`src/hw/rtl/sfag_pkg.sv`:
```
package sfag_pkg;

	localparam int CFG_IDX_W  = 3;
	localparam int CFG_DATA_W = 24;
	localparam int EXT_CFG_W  = 16;
	localparam int STRIDE_W   = 24;
	localparam int BASE_W     = 24;
	localparam int VALUE_W    = 64;
	localparam int COUNT_W    = 48;
	localparam int OUT_ADDR_W = 32;

	// register indexes on the configuration port
	localparam logic [CFG_IDX_W-1:0] REG_CONTIG        = 3'd0;
	localparam logic [CFG_IDX_W-1:0] REG_BASE          = 3'd1;
	localparam logic [CFG_IDX_W-1:0] REG_EXTENT_OUTER  = 3'd2;
	localparam logic [CFG_IDX_W-1:0] REG_EXTENT_MIDDLE = 3'd3;
	localparam logic [CFG_IDX_W-1:0] REG_EXTENT_INNER  = 3'd4;
	localparam logic [CFG_IDX_W-1:0] REG_STRIDE_OUTER  = 3'd5;
	localparam logic [CFG_IDX_W-1:0] REG_STRIDE_MIDDLE = 3'd6;
	localparam logic [CFG_IDX_W-1:0] REG_STRIDE_INNER  = 3'd7;

	// step control broadcast to every cell of the odometer
	typedef struct packed {
		logic step;
		logic clear;
		logic wrap;
	} sfag_ctrl_t;

	// fixed-width part of a word in flight between the cells and the output stage
	typedef struct packed {
		logic [VALUE_W-1:0] value;
		logic               last;
		logic [COUNT_W-1:0] count;
	} sfag_item_t;

endpackage

```
`src/hw/rtl/strided_fill_address_generator.sv`:
```
// a word accepted on the input is registered in the product stage and then in the output register
// throughput: one word per cycle unless the output stalls, set by the odometer carry
// running through the row of coordinate cells and being committed in the same cycle
// a stalled output holds its word while one more word waits in the product stage
// reset clears coordinates, linear count and valid flags, and loads the register defaults
module strided_fill_address_generator #(
	parameter int NUM_DIMS     = 3,
	parameter int ADDR_WIDTH   = 32,
	parameter int EXTENT_WIDTH = 16
) (
	input  logic                              clk,
	input  logic                              arst_n,
	input  logic                              cfg_write_enable,
	input  logic [sfag_pkg::CFG_IDX_W-1:0]    cfg_index,
	input  logic [sfag_pkg::CFG_DATA_W-1:0]   cfg_data,
	input  logic                              in_valid,
	output logic                              in_ready,
	input  logic [sfag_pkg::VALUE_W-1:0]      fill_value,
	input  logic                              restart,
	output logic                              out_valid,
	input  logic                              out_ready,
	output logic [sfag_pkg::OUT_ADDR_W-1:0]   write_address,
	output logic [sfag_pkg::VALUE_W-1:0]      write_value,
	output logic                              last_element,
	output logic                              overflow
);
	import sfag_pkg::*;

	localparam int NCELL  = 3;
	localparam int PROD_W = EXTENT_WIDTH + STRIDE_W;

	logic                 contiguous_q;
	logic [BASE_W-1:0]    base_q;
	logic [EXT_CFG_W-1:0] extent_q [NCELL];
	logic [STRIDE_W-1:0]  stride_q [NCELL];

	logic [COUNT_W-1:0]   count_q;
	logic [COUNT_W-1:0]   count;
	logic                 accept;
	logic                 last;
	logic                 take;
	logic [NCELL:0]       carry;
	logic [PROD_W-1:0]    prod_s1 [NCELL];
	sfag_ctrl_t           ctrl;
	logic                 valid_s1;
	sfag_item_t           item_s1;

	always_ff @(posedge clk or negedge arst_n) begin
		if (!arst_n) begin
			contiguous_q <= 1'b0;
			base_q       <= '0;
			extent_q[0]  <= EXT_CFG_W'(1);
			extent_q[1]  <= EXT_CFG_W'(1);
			extent_q[2]  <= EXT_CFG_W'(1);
			stride_q[0]  <= '0;
			stride_q[1]  <= '0;
			stride_q[2]  <= STRIDE_W'(1);
		end else if (cfg_write_enable) begin
			unique case (cfg_index)
				REG_CONTIG:        contiguous_q <= cfg_data[0];
				REG_BASE:          base_q       <= cfg_data[BASE_W-1:0];
				REG_EXTENT_OUTER:  extent_q[0]  <= cfg_data[EXT_CFG_W-1:0];
				REG_EXTENT_MIDDLE: extent_q[1]  <= cfg_data[EXT_CFG_W-1:0];
				REG_EXTENT_INNER:  extent_q[2]  <= cfg_data[EXT_CFG_W-1:0];
				REG_STRIDE_OUTER:  stride_q[0]  <= cfg_data[STRIDE_W-1:0];
				REG_STRIDE_MIDDLE: stride_q[1]  <= cfg_data[STRIDE_W-1:0];
				REG_STRIDE_INNER:  stride_q[2]  <= cfg_data[STRIDE_W-1:0];
				default: ;
			endcase
		end
	end

	assign in_ready = !valid_s1 || take;
	assign accept   = in_valid && in_ready;

	// carry enters at the inner cell; out of the outer cell it marks the last element
	assign carry[NCELL] = 1'b1;
	assign last         = carry[0];

	assign ctrl.step  = accept;
	assign ctrl.clear = restart;
	assign ctrl.wrap  = last;

	for (genvar d = 0; d < NCELL; d++) begin : g_cell
		sfag_cell #(
			.EXTENT_WIDTH (EXTENT_WIDTH),
			.USED         (d >= NCELL - NUM_DIMS)
		) u_cell (
			.clk        (clk),
			.arst_n     (arst_n),
			.ctrl       (ctrl),
			.carry_in   (carry[d+1]),
			.extent     (extent_q[d]),
			.stride     (stride_q[d]),
			.carry_out  (carry[d]),
			.product_s1 (prod_s1[d])
		);
	end

	assign count = restart ? '0 : count_q;

	always_ff @(posedge clk or negedge arst_n) begin
		if (!arst_n) begin
			count_q  <= '0;
			valid_s1 <= 1'b0;
		end else begin
			if (accept) begin
				count_q <= last ? '0 : count + COUNT_W'(1);
			end
			if (in_ready) begin
				valid_s1 <= in_valid;
			end
		end
	end

	always_ff @(posedge clk) begin
		if (accept) begin
			item_s1.value <= fill_value;
			item_s1.last  <= last;
			item_s1.count <= count;
		end
	end

	sfag_out #(
		.ADDR_WIDTH (ADDR_WIDTH),
		.PROD_W     (PROD_W)
	) u_out (
		.clk            (clk),
		.arst_n         (arst_n),
		.valid_s1       (valid_s1),
		.item_s1        (item_s1),
		.prod_outer_s1  (prod_s1[0]),
		.prod_middle_s1 (prod_s1[1]),
		.prod_inner_s1  (prod_s1[2]),
		.contiguous     (contiguous_q),
		.base           (base_q),
		.out_ready      (out_ready),
		.take           (take),
		.out_valid      (out_valid),
		.write_address  (write_address),
		.write_value    (write_value),
		.last_element   (last_element),
		.overflow       (overflow)
	);

	a_ready_when_out_empty: assert property (@(posedge clk) disable iff (!arst_n)
		!out_valid |-> in_ready)
		else $error("input stalled with an empty output register");

	a_wrap_clears_count: assert property (@(posedge clk) disable iff (!arst_n)
		accept && last |=> count_q == '0)
		else $error("linear count not cleared after the last element");

	a_restart_count: assert property (@(posedge clk) disable iff (!arst_n)
		accept && restart && !last |=> count_q == COUNT_W'(1))
		else $error("restart did not begin the pass at the first element");

	a_stall_holds_s1: assert property (@(posedge clk) disable iff (!arst_n)
		valid_s1 && !take |=> valid_s1 && $stable(item_s1))
		else $error("product stage word lost during output stall");

endmodule

```
`src/hw/rtl/sfag_cell.sv`:
```
module sfag_cell #(
	parameter int EXTENT_WIDTH = 16,
	parameter bit USED         = 1'b1
) (
	input  logic                                         clk,
	input  logic                                         arst_n,
	input  sfag_pkg::sfag_ctrl_t                         ctrl,
	input  logic                                         carry_in,
	input  logic [sfag_pkg::EXT_CFG_W-1:0]               extent,
	input  logic [sfag_pkg::STRIDE_W-1:0]                stride,
	output logic                                         carry_out,
	output logic [EXTENT_WIDTH+sfag_pkg::STRIDE_W-1:0]   product_s1
);
	import sfag_pkg::*;

	localparam int PROD_W = EXTENT_WIDTH + STRIDE_W;

	logic [EXTENT_WIDTH-1:0] coord_q;
	logic [EXTENT_WIDTH-1:0] coord;
	logic [EXTENT_WIDTH-1:0] coord_next;
	logic [EXTENT_WIDTH-1:0] ext_raw;
	logic [EXTENT_WIDTH-1:0] ext_eff;
	logic                    at_end;

	assign ext_raw = EXTENT_WIDTH'(extent);
	assign ext_eff = (ext_raw == '0) ? EXTENT_WIDTH'(1) : ext_raw;

	// an unused dimension acts as extent one, coordinate zero
	assign coord  = (!USED || ctrl.clear) ? '0 : coord_q;
	assign at_end = !USED || (coord >= ext_eff - EXTENT_WIDTH'(1));

	assign carry_out = carry_in & at_end;

	always_comb begin
		if (ctrl.wrap || (carry_in && at_end)) begin
			coord_next = '0;
		end else if (carry_in) begin
			coord_next = coord + EXTENT_WIDTH'(1);
		end else begin
			coord_next = coord;
		end
	end

	always_ff @(posedge clk or negedge arst_n) begin
		if (!arst_n) begin
			coord_q <= '0;
		end else if (ctrl.step) begin
			coord_q <= coord_next;
		end
	end

	always_ff @(posedge clk) begin
		if (ctrl.step) begin
			product_s1 <= PROD_W'(coord) * PROD_W'(stride);
		end
	end

endmodule

```
`src/hw/rtl/sfag_out.sv`:
```
module sfag_out #(
	parameter int ADDR_WIDTH = 32,
	parameter int PROD_W     = 40
) (
	input  logic                              clk,
	input  logic                              arst_n,
	input  logic                              valid_s1,
	input  sfag_pkg::sfag_item_t              item_s1,
	input  logic [PROD_W-1:0]                 prod_outer_s1,
	input  logic [PROD_W-1:0]                 prod_middle_s1,
	input  logic [PROD_W-1:0]                 prod_inner_s1,
	input  logic                              contiguous,
	input  logic [sfag_pkg::BASE_W-1:0]       base,
	input  logic                              out_ready,
	output logic                              take,
	output logic                              out_valid,
	output logic [sfag_pkg::OUT_ADDR_W-1:0]   write_address,
	output logic [sfag_pkg::VALUE_W-1:0]      write_value,
	output logic                              last_element,
	output logic                              overflow
);
	import sfag_pkg::*;

	localparam int SUM_W = ((PROD_W + 2) > (COUNT_W + 1)) ? (PROD_W + 2) : (COUNT_W + 1);
	localparam int KEEP_W = (ADDR_WIDTH < OUT_ADDR_W) ? ADDR_WIDTH : OUT_ADDR_W;

	logic                  out_valid_q;
	logic [OUT_ADDR_W-1:0] write_address_q;
	logic [VALUE_W-1:0]    write_value_q;
	logic                  last_element_q;
	logic                  overflow_q;
	logic [SUM_W-1:0]      sum;

	always_comb begin
		if (contiguous) begin
			sum = SUM_W'(base) + SUM_W'(item_s1.count);
		end else begin
			sum = SUM_W'(base) + SUM_W'(prod_outer_s1) + SUM_W'(prod_middle_s1)
				+ SUM_W'(prod_inner_s1);
		end
	end

	assign take = valid_s1 && (!out_valid_q || out_ready);

	always_ff @(posedge clk or negedge arst_n) begin
		if (!arst_n) begin
			out_valid_q <= 1'b0;
		end else if (!out_valid_q || out_ready) begin
			out_valid_q <= valid_s1;
		end
	end

	always_ff @(posedge clk) begin
		if (take) begin
			write_address_q <= OUT_ADDR_W'(sum[KEEP_W-1:0]);
			write_value_q   <= item_s1.value;
			last_element_q  <= item_s1.last;
			overflow_q      <= |sum[SUM_W-1:ADDR_WIDTH];
		end
	end

	assign out_valid     = out_valid_q;
	assign write_address = write_address_q;
	assign write_value   = write_value_q;
	assign last_element  = last_element_q;
	assign overflow      = overflow_q;

endmodule

```
`config.mk`:
```
export PLATFORM = sky130hd
export DESIGN_NAME = strided_fill_address_generator
export DESIGN_NICKNAME = d
export VERILOG_FILES = /design/src/hw/rtl/sfag_pkg.sv /design/src/hw/rtl/strided_fill_address_generator.sv /design/src/hw/rtl/sfag_cell.sv /design/src/hw/rtl/sfag_out.sv
export SDC_FILE = /design/constraint.sdc
export NUM_CORES = 2
export LEC_CHECK = 0
export BUFFER_PORTS_ARGS = -buffer_cell sky130_fd_sc_hd__buf_4
export CAP_MARGIN = 20
export CORE_MARGIN = 2
export CORE_UTILIZATION = 40
export DETAILED_ROUTE_END_ITERATION = 8
export PLACE_DENSITY = 0.51
export SLEW_MARGIN = 20
export SYNTH_ARGS = -nofsm -noshare
export SYNTH_HDL_FRONTEND = slang
export SYNTH_SLANG_ARGS = --single-unit
```
`constraint.sdc`:
```
create_clock -name clk -period 14.02 [get_ports clk]
set_input_delay 2.804 -clock clk [delete_from_list [all_inputs] [get_ports clk]]
set_output_delay 2.804 -clock clk [all_outputs]
set_load 0.05 [all_outputs]
```
==> qor.yml <==
vias_per_cell: 5.19
wirelength_microns: 194000
dieWidth_microns: 411
clk_path_buf_depth: 3
endpoint_kind: "flop"
syn_area_per_cell_sq_um: 9.70
die_h_microns: 411
fmax_ghz: 0.0977
final_cell_mix: "1215 x inv_1, 961 x fa_1, 904 x nand2_1"
syn_to_final_growth_pct: 9.72
holdPathEnd: "u_out.write_value[32]"
rsz0062_at_grt: "no"
synthArstFlopShare_pct: 42.3
ys_warn_count: 0
synth.area.top_cells: "fa_1 29%, edfxtp_1 15%, ha_1 9.0%, dfrtp_1 9.0%, inv_1 6.9%"
clock_sinks: 574
coreArea_sq_um: 165000
wl_per_cell_microns: 21.1
dominantRegCellSynth: "edfxtp_1"
worst_pin_slew_ns: 1.08
cp_top_family: "adder cells"
synth_cell_type_count: 75
max_stage_delay_ns: 0.65
hp-start: "item_s1[81]"
grt_overflow: 0
hold_viol: 0
antenna_left: 0
arrival_ns: 10.70
num_io_pins: 197
seqPwrFrac_pct: 34.7
power_mw: 7.17
p_per_area_nw_per_um2: 98.6
initial_core_util_pct: 40.2
internal-power_mw: 4.18
r2r_start: "g_cell[2].u_cell.coord_q[1]"
dr.first_iter.drc_count: 2992
setup_viol: 0
grt_pass1_vias: 48600
start_kind: "primary input"
outcome: "complete, no violations"
drive_gt1_share_pct: 8.77
ir_worst_vdd_mv: 0.112
synth_edf_count: 331
fin_crit_ns: 10.24
ff2ff_path_depth: 24
r2r_slack_ns: 5.86
hold_path.class: "flop to flop"
swShare_pct: 41.7
slew_violations: 0
critical_path_class: "primary input to flop"
synth_top_cell_by_area: "fa_1"
antenna_found_initial: 7
clock_latency_ns: 0.71
post_cts_buffers: 0
worst-path-buf-inv: 6
tns_ns: 0
portBuffers: 196
whs_path_depth: 0
syn_inst: 6826
design_area_sq_um: 72700
netSwitchingPower_mw: 2.99
fin_util_pct: 44.1
path_common_cell: "fa_1"
synth_fp_nets: 8363
grt_pass1_wl_microns: 299000
synth.top_cell.area_share_pct: 29.0
gp_congestion: 0.886
cts_tree: "built"
seq_area_frac_synth_pct: 24.2
grt_use_total_pct: 23.2
combPwrFrac_pct: 38.3
drc_errors: 0
synth.ff_latch_count: 574
r2r-end: "g_cell[2].u_cell.product_s1[38]"
required_ns: 14.48
holdBufCountCts: 0
placed_cell_area_sq_um: 70200
clockPowerShare_pct: 27.0
htreeDepth: 3
num_rows: 149
synth_area_sq_um: 66200
num_vias: 47500
layout_commonest_cell: "inv_1"
drv_cap: 0
skew_ns: 0.0490
grt_start_max_net_pins: 135
crit_fanout: 67
finalCritPeriodShare_pct: 73.0
slew_headroom_pct: 27.8
dr.pass1.iters: 6
dp_hpwl_microns: 149000
slowest_stage: "buf_6"
root_buffer: "clkbuf_16"
cts_resized: 0
cts.clk_slew.worst_paths_ns: 0.06
die_area_sq_um: 169000
power.leakage_nw: 34.1
nNetsFinal: 8442
cts_buffers: 74
worst reg2reg max path, stage by stage (launching register included):
cell and delay, ns:
dfrtp_1 0.56, nor2b_2 0.70, buf_4 0.33, nand2_1 0.11, fa_1 0.52, fa_1 0.52
fa_1 0.53, inv_1 0.06, fa_1 0.51, fa_1 0.50, inv_1 0.05, fa_1 0.47
inv_1 0.04, ha_1 0.33, and4_1 0.25, nand2_1 0.07, o211ai_1 0.12, a2111o_1 0.45
o221ai_1 0.25, a21o_1 0.26, o31ai_1 0.13, a2111oi_0 0.57, nor2_1 0.14, a311oi_1 0.33
xnor2_1 0.11
cell families (layout without fill, tap and decap cells):
logic type / count (synthesis) / in the layout / synth area share [%]
simple gates: 2130 / 2130 / 15.8
mux: 167 / 167 / 2.80
compound gates: 785 / 785 / 7.44
fa+ha+maj: 1440 / 1440 / 38.1
buf+inv: 1489 / 1630 / 8.45
other cells: 0 / 5 / 0
xor+xnor: 241 / 241 / 3.19
flops: 574 / 574 / 24.2
area by class of cell:
type                    count  area [sq um]
fillers                 15900         91900
multi-input cells        4763         44800
flip-flops and latches    574         16000
inverters                1216          4570
well taps                2189          2740
repair buffers            276          2100
clock buffers              96          1960
clock inverters            42           483
diodes                      5          12.5
power by group through the flow:
stage          clock network [mW]  registers (mW)  logic, mW
2_1_floorplan                   0            2.45       1.78
3_3_place_gp                    0            2.51       2.73
3_5_place_dp                    0            2.51       2.74
4_1_cts                      1.99            2.48       2.76
5_1_grt                      2.05            2.52       3.04
6_report                     1.93            2.49       2.74
sequential cells by signal (all words and copies together) (netlist names):
name                      flops
base_q                       24
contiguous_q                  1
count_q                      48
extent_q                     48
g_cell.u_cell.coord_q        48
g_cell.u_cell.product_s1    120
item_s1                     113
stride_q                     72
u_out.last_element            1
u_out.out_valid               1
u_out.overflow                1
u_out.write_address          32
u_out.write_value            64
valid_s1                      1
per-layer routing:
metal  GRT usage, %  part of all wire [%]  routed length [microns]
met1           33.5                    47                    90300
met4           4.77                   2.0                     3900
met3           3.62                   5.7                    11000
met2           36.9                    46                    88300
met5              0                     0                        0
worst max-delay path by stage:
stage | from | endpoint | slack [ns] | cells past startpoint
6_report | restart | g_cell[1].u_cell.product_s1[38] | 3.78 | 26
5_1_grt | restart | g_cell[1].u_cell.product_s1[38] | 3.44 | 26
4_1_cts | restart | g_cell[1].u_cell.product_s1[38] | 3.64 | 24
3_5_place_dp | restart | g_cell[1].u_cell.product_s1[38] | 2.86 | 24
3_3_place_gp | restart | g_cell[1].u_cell.product_s1[38] | 2.93 | 24
2_1_floorplan | restart | g_cell[1].u_cell.product_s1[38] | 2.65 | 31
cell usage after synthesis (76+ instances only):
cell,n
nand3_1,88
dfrtp_1,239
clkbuf_1,256
fa_1,961
xor2_1,84
inv_1,1216
a21o_1,118
and2_1,481
a21oi_1,211
o21ai_0,227
edfxtp_1,331
ha_1,479
nor2b_1,115
nor2_1,197
xnor2_1,157
mux2_2,145
nor3_1,76
nand2_1,905
through the flow:
stage               cells  setup WS, ns  hold WS [ns]
floorplan            6826          2.65         0.400
global placement     9018          2.93         0.400
detailed placement   9018          2.86         0.405
CTS                  9156          3.64         0.411
global route         9156          3.44         0.411
finish               9161          3.78         0.409
Power figures use the tool's default switching activity.
